<file path="src/hdl/rmm_pkg.sv">
`timescale 1ns / 1ps

package rmm_pkg;

   // Width of the serial multiplier and divider datapaths.
   localparam int WIDE_W = 256;
   // Width of the signed accumulators that collect the parts of a moment sum.
   localparam int SACC_W = 258;
   // Width of the multiplier operand that is scanned one bit per cycle.
   localparam int MPL_W = 64;
   // Width of a pixel count.
   localparam int CNT_W = 25;
   localparam logic [CNT_W-1:0] CNT_MAX = 25'd16777216;

   // Constant factors of the pairwise update.
   localparam logic [MPL_W-1:0] MUL_THREE = 64'd3;
   localparam logic [MPL_W-1:0] MUL_FOUR = 64'd4;
   localparam logic [MPL_W-1:0] MUL_SIX = 64'd6;

   typedef struct packed {
      logic        ovf;
      logic [63:0] val;
   } sat_type;

   function automatic logic [SACC_W-1:0] sx64(input logic [63:0] v);
      return {{(SACC_W-64){v[63]}}, v};
   endfunction

   function automatic logic [SACC_W-1:0] neg_if(input logic [SACC_W-1:0] v, input logic neg);
      return neg ? (SACC_W'(0) - v) : v;
   endfunction

   function automatic logic [WIDE_W-1:0] mag(input logic [SACC_W-1:0] v);
      logic [SACC_W-1:0] t;
      t = v[SACC_W-1] ? (SACC_W'(0) - v) : v;
      return t[WIDE_W-1:0];
   endfunction

   // Saturate to [0, 2^63-1]; a negative value clamps to zero.
   function automatic sat_type sat_u63(input logic [SACC_W-1:0] v);
      sat_type r;
      if (v[SACC_W-1]) begin
         r.ovf = 1'b1;
         r.val = '0;
      end else if (|v[SACC_W-2:63]) begin
         r.ovf = 1'b1;
         r.val = {1'b0, {63{1'b1}}};
      end else begin
         r.ovf = 1'b0;
         r.val = {1'b0, v[62:0]};
      end
      return r;
   endfunction

   // Saturate to the signed 64-bit range.
   function automatic sat_type sat_s64(input logic [SACC_W-1:0] v);
      sat_type r;
      if ((&v[SACC_W-1:63]) || !(|v[SACC_W-1:63])) begin
         r.ovf = 1'b0;
         r.val = v[63:0];
      end else if (v[SACC_W-1]) begin
         r.ovf = 1'b1;
         r.val = {1'b1, 63'd0};
      end else begin
         r.ovf = 1'b1;
         r.val = {1'b0, {63{1'b1}}};
      end
      return r;
   endfunction

endpackage

</file>
<file path="src/hdl/rmm_mul.sv">
`timescale 1ns / 1ps

// Shift-add multiplier: one multiplier bit per cycle, stops when the
// remaining multiplier bits are all zero.
module rmm_mul import rmm_pkg::*; (
   input  logic              clock,
   input  logic              reset,
   input  logic              start,
   input  logic [WIDE_W-1:0] mcand,
   input  logic [MPL_W-1:0]  mplier,
   output logic              done,
   output logic [WIDE_W-1:0] prod
);

   logic              run_ff;
   logic              done_ff;
   logic [WIDE_W-1:0] mcand_ff;
   logic [MPL_W-1:0]  mplier_ff;
   logic [WIDE_W-1:0] prod_ff;

   always_ff @(posedge clock) begin
      if (reset) begin
         run_ff <= 1'b0;
         done_ff <= 1'b0;
      end else begin
         done_ff <= 1'b0;
         if (start) begin
            run_ff <= 1'b1;
            mcand_ff <= mcand;
            mplier_ff <= mplier;
            prod_ff <= '0;
         end else if (run_ff) begin
            if (mplier_ff == '0) begin
               run_ff <= 1'b0;
               done_ff <= 1'b1;
            end else begin
               if (mplier_ff[0]) begin
                  prod_ff <= prod_ff + mcand_ff;
               end
               mcand_ff <= mcand_ff << 1;
               mplier_ff <= mplier_ff >> 1;
            end
         end
      end
   end

   assign done = done_ff;
   assign prod = prod_ff;

endmodule

</file>
<file path="config.mk">
export PLATFORM = sky130hd
export DESIGN_NAME = rmm_mul
export DESIGN_NICKNAME = d
export VERILOG_FILES = /design/src/hdl/rmm_pkg.sv /design/src/hdl/rmm_mul.sv
export SDC_FILE = /design/constraint.sdc
export NUM_CORES = 1
export LEC_CHECK = 0
export BUFFER_PORTS_ARGS = -buffer_cell sky130_fd_sc_hd__buf_4
export CAP_MARGIN = 40
export CORE_MARGIN = 10
export CORE_UTILIZATION = 55
export CTS_CLUSTER_DIAMETER = 30
export DETAILED_ROUTE_END_ITERATION = 16
export PLACE_DENSITY = 0.77
export SLEW_MARGIN = 15
export SYNTH_ARGS = -nofsm -noshare
export SYNTH_HDL_FRONTEND = slang
export SYNTH_SLANG_ARGS = --single-unit
export TNS_END_PERCENT = 100
</file>
<file path="constraint.sdc">
create_clock -name clock -period 58.6 [get_ports clock]
set_input_delay 11.72 -clock clock [delete_from_list [all_inputs] [get_ports clock]]
set_output_delay 11.72 -clock clock [all_outputs]
set_load 0.02 [all_outputs]
</file>
# Word-level counts from Yosys, hierarchy flattened
# Index checks and enable logic that the tools add are counted.
# word_totals
regBits,578
elab_cells,28
# op_classes
add_sub_neg,1
n_eq_ne,1
n_mux,13
n_bitwise,2
reduce_logical,6
# op_table
op,count
2-to-1 mux 256 bit,6
adder 256 bit,1
2-to-1 mux 64 bit,3
logical NOT 64 bit,1
2-to-1 mux 1 bit,4
AND reduction 4 bit,1
nonzero test 2 bit,2
AND reduction 3 bit,1
OR reduction 3 bit,1
"!= test 2 bit, second input constant",1
NOT 1 bit,2

# Longest topological paths before layout
# logic_depth
depth_word,4
mapped_depth,19
mapped_depth_nobuf,19

# Worst setup path before layout
# Ideal clock, no wire load.
# synth_timing
path_type,input to register
from,input start
to,"register prod_ff[0], in the netlist prod[0], enable pin"
setup_ns,0.641
t_arrival_ns,31.963
required_ns,57.959
path_slack_ns,25.996
cell_stages,5
path_buffers,2
cell_sequence,clkbuf_1 -> buf_1 -> a21oi_1 -> nor2_1 -> o21a_1
# synth_between
elab_chain_cells,2
# synth_rtl
element,line,rtl
from (decl),rmm_mul.sv:8,"input logic start,"
!= test 2 bit (no source line) or nonzero test 2 bit (tied branches),--,
AND reduction 4 bit (no source line) *,--,
to (signal assigned),rmm_mul.sv:38,prod_ff <= prod_ff + mcand_ff;
to (decl),rmm_mul.sv:19,logic [WIDE_W-1:0] prod_ff;
# Mark *: on every way between the ends. The rest lies on a longest branch, timed or not.
# A chain may end at the register's enable or synchronous reset.

# Worst setup path after layout
# layout_timing
from,input start
to,"register prod_ff[184], in the netlist prod[184], enable pin"
# Same word-level chain as after synthesis.

==> key figures <==
Status
  – Status: complete, no violations

Setup path
  – Delay-heaviest family, CP: buffers and inverters
  – RR Endpoint: prod[252]
  – Startpoint Class: primary input
  – R2r setup slk: 51.57 ns
  – Crit path cell chain: buf_8 > a21oi_1 > nor2_4 > buf_12 > o21a_4 > buf_12
  – Slowest library cell on the worst path: o21a_4
  – Reg2reg path depth: 18
  – Worst path buffer plus inverter count: 3
  – CP endpoint kind: flop
  – Crit Path Max Fanout: 142
  – Most used cell, CP: buf_12
  – Worst endpoint required time: approximately 59 ns
  – Crit Reg-Reg Startpoint: prod[51]
  – Largest stage delay on the critical path: 0.65 ns
  – WS Path Type: in -> reg
  – Worst EP arrival: 14.56 ns

Clocking
  – Skew-Pair Late Insertion Delay: 0.72 ns
  – CTS Buffer Depth: 3
  – Setup bufs post-CTS: 0
  – Cts hold-fix bufs: 0
  – CTS sink count: 578
  – CTS Buf Count: roughly 140
  – CTS resizes: 0
  – H-tree depth: 4
  – CTS tree: built
  – Clk pin slew, worst setup/hold paths: 0.05 ns
  – CTS root buf: clkbuf_16

Final layout
  – Final instance area: around 0.050 sq mm
  – Multi-input gate area: 0.0221 sq mm
  – Fillcell total: 5639
  – Reg area: 0.0173 sq mm
  – Final Util: 0.688
  – Layout cells sized above 1: 0.245
  – Fin cells: approximately 5800
  – Nets: 5309
  – Area Overhead vs Synth: 23.7%

Global routing
  – Met2 usage: 0.524
  – Pin count of the biggest net entering global routing: 143
  – Initial antenna violation count: 14
  – GR peak layer: met2
  – Total GRT Usage: 0.326
  – GRT met1 Usage: 0.408
  – First-pass GRT wire length: 217000 um
  – M3 GR Usage: 0.0953
  – Total gr overflow: 0
  – Vias in the first global route: 36200

Synthesis
  – Mapped Nets: 4804
  – Synth Flop Type: edfxtp_1
  – EDFF count, synth: 576
  – Ys Warns: 0
  – Ys async rst share: 0
  – Synthesized area per cell: 9.64 sq um
  – Netlist cell types: 79
  – Synth Cell Area: between 0.04 and 0.05 sq mm
  – Synth Instances: 4225
  – Post-synthesis sequential area ratio: 0.426
  – Flops & latches, synth: a little under 600

Placement
  – Placed insts: 5547
  – Detail Placement HPWL: 113000 um
  – Port bufs: ~580
  – Post-DP Area: 0.0456 sq mm
  – Gpl congestion: about 1.0

Route
  – Final WL: 145000 um
  – Initial DRC Count: between 3000 and 4000
  – DR DRC count: 0
  – Detailed-route via count: 36600
  – Routed Antenna Nets: 0
  – Avg Vias per Cell: 6.31
  – 1st-pass router iterations: 8
  – Routed length per instance: 25.0 um

STA
  – Final setup vio count: 0
  – Period utilization: 0.243
  – Slew Limit Headroom: 0.269
  – Fmax: around 70 MHz
  – Sum Neg Setup Slack: 0 ns
  – RSZ-0062 raised after global routing: false
  – Least-Margin Pin Slew: 1.10 ns
  – Worst Clk Skew: 0.0327 ns
  – Fin. Hold Viols: 0
  – Slew Limit Fails: 0
  – Final min period: 14.25 ns

Floorplan
  – Site Rows: 99
  – Die width: 292 um
  – Die height: approximately 290 um
  – Top Ports: 580
  – Core area: 0.0732 sq mm
  – Starting Density: 0.556
  – Die ar.: 0.0853 sq mm

Pwr
  – Logic pwr share: 0.253
  – Pwr Total: 1740 uW
  – Pwr dens: 34.5 mW/mm^2
  – Leak: just under 0.02 uW
  – Internal power: ~1200 uW
  – Worst vdd ir: 29.4 uV
  – Clock power frac: 0.442
  – Seq pwr share: 0.305
  – Sw Share: 0.318
  – P_sw: ~550 uW

Worst hold path
  – Hold depth: 1
  – Hold Startpoint: run_ff
  – Tightest Hold Check Type: reg -> reg
  – Hold endpoint: done

Job
  – Max-cap viol count: 0
## worst max path at each step
stage | cells after the start | start | slack [ns] | endpoint
final | 6 | start | 44.35 | prod[184]
after global routing | 6 | start | 44.21 | prod[184]
after global placement | 5 | start | 43.26 | prod[134]
after floorplan | 5 | start | 26.00 | prod[0]
after detailed placement | 6 | start | 43.64 | prod[131]
after CTS | 6 | start | 44.36 | prod[125]
## final cells by class
| cell class | instances | area share |
|---|---|---|
| Sequential cell | 578 | 0.344 |
| Inverter | 96 | 0.00716 |
| Clock inverter | 96 | 0.0220 |
| Timing Repair Buffer | 605 | 0.0932 |
| Tap cell | 959 | 0.0238 |
| Multi-Input combinational cell | 3312 | 0.439 |
| Clock buffer | 155 | 0.0703 |
| Antenna cell | 2 | 0.0000994 |
## cells by family after synthesis
group           Yosys count  share of synthesized area
fa+ha+maj               256                     0.0789
mux                     318                     0.0880
buf+inv                 335                     0.0314
xor+xnor                250                     0.0538
flops                   578                      0.426
simple gates           1299                      0.145
compound gates         1189                      0.177
## synth_stat cells, types with 17 or more instances
master	count	area (sq um)
edfxtp_1	576	17300
nor2_1	518	1940
a21oi_1	471	2360
nand2_1	331	1240
mux2_2	318	3580
o21ai_0	262	1310
ha_1	255	3190
clkbuf_1	226	848
nand4_1	177	1110
xnor2_1	154	1350
a21o_1	125	938
o21bai_1	98	736
inv_1	96	360
xor2_1	96	841
nor3_1	76	380
nor4_1	47	294
o21a_1	47	353
nand3_1	38	190
a31oi_1	25	156
nor2b_1	20	125
or2_2	20	125
o31ai_1	18	135
or3_1	17	106
## state kept, by name, indices dropped and copies added (netlist names)
signal,flops
done,1
mcand_ff,256
mplier_ff,64
prod,256
run_ff,1
## power by group through the flow
stage	sequential [uW]	clock (uW)	combinational (uW)
floorplan	552	0	273
global placement	535	0	420
detailed placement	536	0	426
CTS	530	775	430
global route	532	797	475
finish	530	769	440
## routing by layer
| metal | wire length [um] | up-vias |
|---|---|---|
| met1 | 56500 | 17500 |
| met5 | 126 | - |
| met2 | 66900 | 1878 |
| li1 | - | 16900 |
| met4 | 5820 | 16 |
| met3 | 15700 | 378 |
## stage by stage
| step | setup WS (ns) | hold slack [ns] |
|---|---|---|
| after global placement | 43.26 | 0.473 |
| after floorplan | 26.00 | 0.459 |
| after detailed placement | 43.64 | 0.470 |
| after CTS | 44.36 | 0.481 |
| final | 44.35 | 0.479 |
| after global routing | 44.21 | 0.500 |
## worst reg2reg max path, cell delays in order (launching register included)
cell and delay, ns:
edfxtp_1 0.51, ha_1 0.53, nand4_1 0.25, nor3_1 0.53, nand4_1 0.16, a31oi_1 0.44, nor4_1 0.14, buf_4 0.19
nor3_1 0.19, o31ai_1 0.15, nor4_1 0.58, a21oi_1 0.44, o21ai_1 0.57, a41oi_1 0.36, o21ai_1 0.64, a31oi_1 0.35
o41ai_1 0.52, xnor2_1 0.17, nor2_1 0.05
## cells in the final DEF (no fill, tap or decap), types with 76 or more instances in the layout
| cell type | count |
|---|---|
| nand4_1 | 177 |
| xor2_1 | 96 |
| buf_4 | 594 |
| o21bai_1 | 98 |
| edfxtp_1 | 576 |
| nand2_1 | 331 |
| o21ai_0 | 262 |
| inv_1 | 96 |
| a21o_1 | 125 |
| mux2_2 | 318 |
| ha_1 | 255 |
| a21oi_1 | 471 |
| nor3_1 | 76 |
| xnor2_1 | 154 |
| clkbuf_16 | 139 |
| nor2_1 | 517 |
(Power assumes the default switching activity.)
