$ cat src/hdl/rmm_pkg.sv
`timescale 1ns / 1ps

package rmm_pkg;

   // Width of the serial multiplier and divider datapaths.
   localparam int WIDE_W = 256;
   // Width of the signed accumulators that collect the parts of a moment sum.
   localparam int SACC_W = 258;
   // Width of the multiplier operand that is scanned one bit per cycle.
   localparam int MPL_W = 64;
   // Width of a pixel count.
   localparam int CNT_W = 25;
   localparam logic [CNT_W-1:0] CNT_MAX = 25'd16777216;

   // Constant factors of the pairwise update.
   localparam logic [MPL_W-1:0] MUL_THREE = 64'd3;
   localparam logic [MPL_W-1:0] MUL_FOUR = 64'd4;
   localparam logic [MPL_W-1:0] MUL_SIX = 64'd6;

   typedef struct packed {
      logic        ovf;
      logic [63:0] val;
   } sat_type;

   function automatic logic [SACC_W-1:0] sx64(input logic [63:0] v);
      return {{(SACC_W-64){v[63]}}, v};
   endfunction

   function automatic logic [SACC_W-1:0] neg_if(input logic [SACC_W-1:0] v, input logic neg);
      return neg ? (SACC_W'(0) - v) : v;
   endfunction

   function automatic logic [WIDE_W-1:0] mag(input logic [SACC_W-1:0] v);
      logic [SACC_W-1:0] t;
      t = v[SACC_W-1] ? (SACC_W'(0) - v) : v;
      return t[WIDE_W-1:0];
   endfunction

   // Saturate to [0, 2^63-1]; a negative value clamps to zero.
   function automatic sat_type sat_u63(input logic [SACC_W-1:0] v);
      sat_type r;
      if (v[SACC_W-1]) begin
         r.ovf = 1'b1;
         r.val = '0;
      end else if (|v[SACC_W-2:63]) begin
         r.ovf = 1'b1;
         r.val = {1'b0, {63{1'b1}}};
      end else begin
         r.ovf = 1'b0;
         r.val = {1'b0, v[62:0]};
      end
      return r;
   endfunction

   // Saturate to the signed 64-bit range.
   function automatic sat_type sat_s64(input logic [SACC_W-1:0] v);
      sat_type r;
      if ((&v[SACC_W-1:63]) || !(|v[SACC_W-1:63])) begin
         r.ovf = 1'b0;
         r.val = v[63:0];
      end else if (v[SACC_W-1]) begin
         r.ovf = 1'b1;
         r.val = {1'b1, 63'd0};
      end else begin
         r.ovf = 1'b1;
         r.val = {1'b0, {63{1'b1}}};
      end
      return r;
   endfunction

endpackage

$ cat src/hdl/rmm_div.sv
`timescale 1ns / 1ps

// Restoring divider, one quotient bit per cycle, followed by a rounding
// step (nearest, ties away from zero). The divisor is never zero here.
module rmm_div import rmm_pkg::*; (
   input  logic              clock,
   input  logic              reset,
   input  logic              start,
   input  logic [WIDE_W-1:0] num,
   input  logic [WIDE_W-1:0] den,
   output logic              done,
   output logic [WIDE_W-1:0] quo
);

   localparam int IDX_W = $clog2(WIDE_W);

   typedef enum logic [1:0] {DV_IDLE, DV_RUN, DV_ROUND} dv_state_type;

   dv_state_type      state_ff;
   logic              done_ff;
   logic [IDX_W-1:0]  cnt_ff;
   logic [WIDE_W-1:0] quo_ff;
   logic [WIDE_W-1:0] rem_ff;
   logic [WIDE_W-1:0] den_ff;

   logic [WIDE_W:0]   rem_sh;
   logic [WIDE_W:0]   rem_diff;
   logic              rem_ge;
   logic              round_up;

   always_comb begin
      rem_sh = {rem_ff, quo_ff[WIDE_W-1]};
      rem_diff = rem_sh - {1'b0, den_ff};
      rem_ge = rem_sh >= {1'b0, den_ff};
      round_up = {rem_ff, 1'b0} >= {1'b0, den_ff};
   end

   always_ff @(posedge clock) begin
      if (reset) begin
         state_ff <= DV_IDLE;
         done_ff <= 1'b0;
      end else begin
         done_ff <= 1'b0;
         case (state_ff)
            DV_IDLE: begin
               if (start) begin
                  quo_ff <= num;
                  den_ff <= den;
                  rem_ff <= '0;
                  cnt_ff <= IDX_W'(WIDE_W - 1);
                  state_ff <= DV_RUN;
               end
            end
            DV_RUN: begin
               rem_ff <= rem_ge ? rem_diff[WIDE_W-1:0] : rem_sh[WIDE_W-1:0];
               quo_ff <= {quo_ff[WIDE_W-2:0], rem_ge};
               cnt_ff <= cnt_ff - 1'b1;
               if (cnt_ff == '0) begin
                  state_ff <= DV_ROUND;
               end
            end
            DV_ROUND: begin
               if (round_up) begin
                  quo_ff <= quo_ff + 1'b1;
               end
               done_ff <= 1'b1;
               state_ff <= DV_IDLE;
            end
            default: state_ff <= DV_IDLE;
         endcase
      end
   end

   assign done = done_ff;
   assign quo = quo_ff;

endmodule
$ cat config.mk
export PLATFORM = sky130hd
export DESIGN_NAME = rmm_div
export DESIGN_NICKNAME = d
export VERILOG_FILES = /design/src/hdl/rmm_pkg.sv /design/src/hdl/rmm_div.sv
export SDC_FILE = /design/constraint.sdc
export NUM_CORES = 2
export LEC_CHECK = 0
export ABC_CLOCK_PERIOD_IN_PS = 37900
export BUFFER_PORTS_ARGS = -buffer_cell sky130_fd_sc_hd__buf_2
export CAP_MARGIN = 20
export CORE_ASPECT_RATIO = 2
export CORE_MARGIN = 10
export CORE_UTILIZATION = 40
export DETAILED_ROUTE_END_ITERATION = 10
export HOLD_SLACK_MARGIN = 0.12
export PLACE_DENSITY = 0.67
export SYNTH_ARGS = -nofsm -noshare
export SYNTH_HDL_FRONTEND = slang
export SYNTH_SLANG_ARGS = --single-unit
export TNS_END_PERCENT = 100
$ cat constraint.sdc
create_clock -name clock -period 37.9 [get_ports clock]
set_input_delay 0 -clock clock [delete_from_list [all_inputs] [get_ports clock]]
set_output_delay 0 -clock clock [all_outputs]
set_load 0.005 [all_outputs]
Word-level counts from Yosys, hierarchy flattened

Index checks and enable logic that the tools add are counted.
W data, S select, Z words.

Bitwise logic cells: 1
Eq/ne operators: 5
$add $sub $neg: 3
Reduce and logical (&&, ||, !) cells: 8
Muxes and demuxes: 12
Order comparisons: 2

Operators with widths:

| cell                      | number |
|---|---|
| $mux W256                 | 4 |
| $pmux W256 S3             | 1 |
| $ge A257 B256 Y1          | 2 |
| $pmux W256 S2             | 1 |
| $add A256 B1 Y256 const B | 1 |
| $sub A256 B256 Y256       | 1 |
| $pmux W8 S2               | 1 |
| $logic_not A8 Y1          | 1 |
| $mux W8                   | 1 |
| $sub A8 B1 Y8 const B     | 1 |
| $ne A2 B2 Y1 const B      | 3 |
| $reduce_and A3 Y1         | 2 |
| $mux W2                   | 2 |
| $pmux W2 S2               | 1 |
| $reduce_and A4 Y1         | 1 |
| $reduce_bool A3 Y1        | 1 |
| $eq A2 B1 Y1 const B      | 1 |
| $eq A2 B2 Y1 const B      | 1 |
| $logic_not A2 Y1          | 1 |
| $reduce_and A2 Y1         | 1 |
| $reduce_bool A2 Y1        | 1 |
| $mux W1                   | 1 |
| $not A1 Y1                | 1 |

Output and inout port bits: 257
Register bits: 779
Logic and storage cells: 37

Logic depth before layout (Yosys ltp)

Depth after elaboration: 3
Depth in mapped cells: 20
Gate-level depth less buffers: 17

Worst setup path before layout

OpenSTA, ideal clock, no wires.

Path kind: reg2reg
From: reg rem_ff[242]
To: reg quo_ff[0] (netlist: quo[0]) (enable)
Clock period less this slack: 27,926 ps
Buffers on the path: 1
Arrival: 26,398 ps
Cell stages (with the launch flop): 12
Path slack: 9,974 ps
Cell sequence: edfxtp_1 > ha_1 > clkbuf_1 > nand4_1 > or2_2 > nor3_1 > nand4_1 > or3_1 > nor4_1 > nor2b_1 > nor3_1 > nor4_1

Word-level cells in the longest chain between the ends: 3

RTL lines:

| what                        | RTL line      | text |
|---|---|---|
| start, declared             | rmm_div.sv:23 | `logic [WIDE_W-1:0] rem_ff;` |
| start signal, assigned      | rmm_div.sv:55 | `rem_ff <= rem_ge ? rem_diff[WIDE_W-1:0] : rem_sh[WIDE_W-1:0];` |
| $ge A257 B256 Y1            | rmm_div.sv:35 | `round_up = {rem_ff, 1'b0} >= {1'b0, den_ff};` |
| $ne A2 B2 Y1 (no line)      | n/a           |  |
| $reduce_and A4 Y1 (no line) | n/a           |  |
| end signal, assigned        | rmm_div.sv:47 | `quo_ff <= num;` |
| end signal, assigned        | rmm_div.sv:56 | `quo_ff <= {quo_ff[WIDE_W-2:0], rem_ge};` |
| end signal, assigned        | rmm_div.sv:64 | `quo_ff <= quo_ff + 1'b1;` |
| end, declared               | rmm_div.sv:22 | `logic [WIDE_W-1:0] quo_ff;` |

No other way between the ends.
A chain may end at the register's enable or synchronous reset.

Worst setup path in the final report

From: reg rem_ff[159]
To: reg rem_ff[159], data pin

Word-level cells in the longest chain between the ends: 3

RTL lines:

| what             | RTL line      | text |
|---|---|---|
| $ge A257 B256 Y1 | rmm_div.sv:34 | `rem_ge = rem_sh >= {1'b0, den_ff};` |
| $mux W256        | rmm_div.sv:55 |  |
| $pmux W256 S2    | rmm_div.sv:44 | `case (state_ff)` |

No other way between the ends.

==> metrics.txt <==
outcome finished, violations left; violated checks DRC; H-tree levels 3; CP startpoint kind register; CP required around 38 ns; setup repair bufs after CTS 0; dpl hpwl 257 mm; R2R Setup Slk 31.07 ns; pins over their slew limit 0; DR WL/cell roughly 32 um; Setup violations, final 0; Synth cell types 100; clock sink total 779; CP endpoint kind register; worst hold endpoint den_ff[118]; worst-case vdd ir drop 0.0000616 V; synth warn 0; Post-Syn Instances 7,042; Tmin final 6.83 ns; RSZ-0062 raised after global routing false; Post-route DRC 1; largest net degree at the start of global routing 171; WS Path Type register to register; Max-Cap Viols 0; layout cells sized above 1 0.128; Reg clk slew, reported paths 0.06 ns; CP Cell Sequence ha_1 > a21oi_1 > o21ai_0 > a21oi_1 > o21ai_0 > a21o_1 > a211o_1 > a31oi_1 > o21ai_0 > a31o_2 > a211o_4 > inv_4 > buf_4 > buf_4 > nor2_1 > a21oi_1 > nor2_1; r2r endpoint rem_ff[159]; DRT iter0 DRCs 5,470; Final Cycle Share 0.180; register bit total from synthesis 779; leakage power around 29 nW; Clock Tree Buf Depth 3; post-route ant nets 0; R2R cell count 17; skew final 0.0492 ns; Worst Max-Slew Pin Slew 1.23 ns; final WL approximately 330 mm; initial antenna violation count 47; Post-Syn Area 58,600 sq um; r2r startpoint rem_ff[159]; Finished Layout Cells 10,400; largest cells by area after synthesis edfxtp_1 40%, a21oi_1 7.5%, ha_1 5.6%; routed via count between 60,000 and 70,000; Crit path largest cell delay 0.81 ns; Hold Fails Final Rpt 0; most frequent cells in the layout 881 x a21oi_1, 854 x nand2_1, 776 x edfxtp_1; I/O pin total slightly below 800; asr flop ratio synth 0; post-synthesis sequential area ratio 0.398; commonest non-fill, non-tap cell in the layout a21oi_1; Slew headroom 0.172; Crit Path Max Fanout 66; All-Layer GR Usage 0.383; FMAX 146 MHz; root buf cell clkbuf_16; worst hold path class primary input to register; nets@finish 9,143; number of enable flip-flop cells after synthesis about 780; CTS tree yes; CP arrival approximately 7.3 ns; top_reg_cell synth edfxtp_1; CTS buffer count 82; Mapped Avg Cell Area roughly 8.3 sq um; GPL Wtd Cong 1.05; area growth from synthesis to layout 27.6%; first-pass GRT wire length 459 mm; core area 146,000 sq um; Starting Density 0.403; Fillers 13,700; Hold Path Cell Cnt 2; Area after DPL around 64,000 sq um; critical path's slowest cell a21oi_1; post-layout instance area 74,800 sq um; DR vias/cell 6.15; Pre-antenna DRT Iters 11; Die Wd 291 um; PortBufs 771; post-synth top area cell edfxtp_1; Synth top area share 0.397; Clock Latency Late Sink 0.74 ns; Setup TNS Final 0 ns; Synthesized Nets ~8,000; vias in the first global route 65,700; Placed Cells incl. Taps about 9,400; global route overflow 0; die span in y 562 um; power density cells 38.0 nW/um^2; row cnt 198; worst hold path startpoint den[118]; area of the die 163,000 sq um
## Yosys cell counts, drive strengths merged, types with 10 or more instances
cell / n
a211oi: 64
a21boi: 31
a21o: 75
a21oi: 882
a221oi: 16
a22oi: 193
a31oi: 85
a32oi: 12
a41oi: 10
and2: 28
and3: 80
and4: 53
buf: 18
clkbuf: 373
edfxtp: 776
ha: 263
inv: 420
nand2: 856
nand2b: 20
nand3: 252
nand4: 258
nor2: 737
nor2b: 21
nor3: 156
nor3b: 12
nor4: 54
o211ai: 23
o21a: 42
o21ai: 450
o21bai: 106
o221ai: 12
o31a: 14
o31ai: 32
or2: 23
or3: 32
or4: 11
xnor2: 283
xor2: 161
## worst max-delay path, delay by kind of cell (launching register included)
family,cells,cell delay (ns)
fa+ha+maj,1,0.42
buf+inv,3,1.99
simple gates,2,0.23
compound gates,11,3.29
flops,1,0.41
## layout make-up
cell class / count / area, sq um / area share
antenna: 40 / 100 / 0.00134
clock buffer: 101 / 2150 / 0.0288
clock inverter: 50 / 642 / 0.00858
inverter: 421 / 1590 / 0.0212
multi-input combinational: 5446 / 32300 / 0.431
sequential: 779 / 23400 / 0.312
tap: 1900 / 2380 / 0.0318
timing repair buffer: 1634 / 12300 / 0.165
## metal layers
| metal | up-vias | track usage | routed length [um] |
|---|---|---|---|
| met5 | - | 0 | 126 |
| met4 | 20 | 0.392 | 40900 |
| met3 | 1204 | 0.0736 | 22200 |
| met2 | 3530 | 0.704 | 167000 |
| met1 | 30600 | 0.335 | 97400 |
| li1 | 28400 | - | - |
## cell families after synthesis
family / Yosys count / share of synthesized area
fa+ha+maj: 264 / 0.0564
flops: 779 / 0.398
compound gates: 2120 / 0.216
xor+xnor: 444 / 0.0663
simple gates: 2614 / 0.208
buf+inv: 817 / 0.0532
mux: 4 / 0.000725
## flip-flops by register name, summed over array words and instances, names as in the netlist
name      flops
done          1
quo         256
cnt_ff        8
den_ff      256
rem_ff      256
state_ff      2
## how the worst max path moves through the flow
stage / startpoint / end / slack [ns] / cells after the start
6_report: rem_ff[159] / rem_ff[159] / 31.07 / 17
5_1_grt: rem_ff[159] / rem_ff[159] / 30.91 / 17
4_1_cts: rem_ff[125] / rem_ff[159] / 31.34 / 15
3_5_place_dp: rem_ff[127] / rem_ff[159] / 31.38 / 15
3_3_place_gp: quo[0] / quo[254] / 31.17 / 14
2_1_floorplan: rem_ff[242] / quo[0] / 9.97 / 11
## what timing repair did
action                                 CTS  global route
resized for setup                        0             0
hold buffers                           773             0
endpoints found under the hold margin  543             0
## power breakdown
| group | total, mW | switching (mW) | internal, mW |
|---|---|---|---|
| clock network | 0.906 | 0.408 | 0.498 |
| registers | 1.10 | 0.0661 | 1.03 |
| logic | 0.840 | 0.550 | 0.290 |
## stage by stage
stage / worst slack [ns] / hold WS [ns] / utilization / power (mW)
after floorplan: 9.97 / 0.0667 / - / 1.56
after global routing: 30.91 / 0.148 / 0.513 / 2.92
after detailed placement: 31.38 / 0.178 / 0.440 / 1.86
final: 31.07 / 0.165 / 0.514 / 2.84
after global placement: 31.17 / 0.176 / 0.440 / 1.86
after CTS: 31.34 / 0.121 / 0.513 / 2.82
Note: power is estimated with default switching activity, not from simulation.
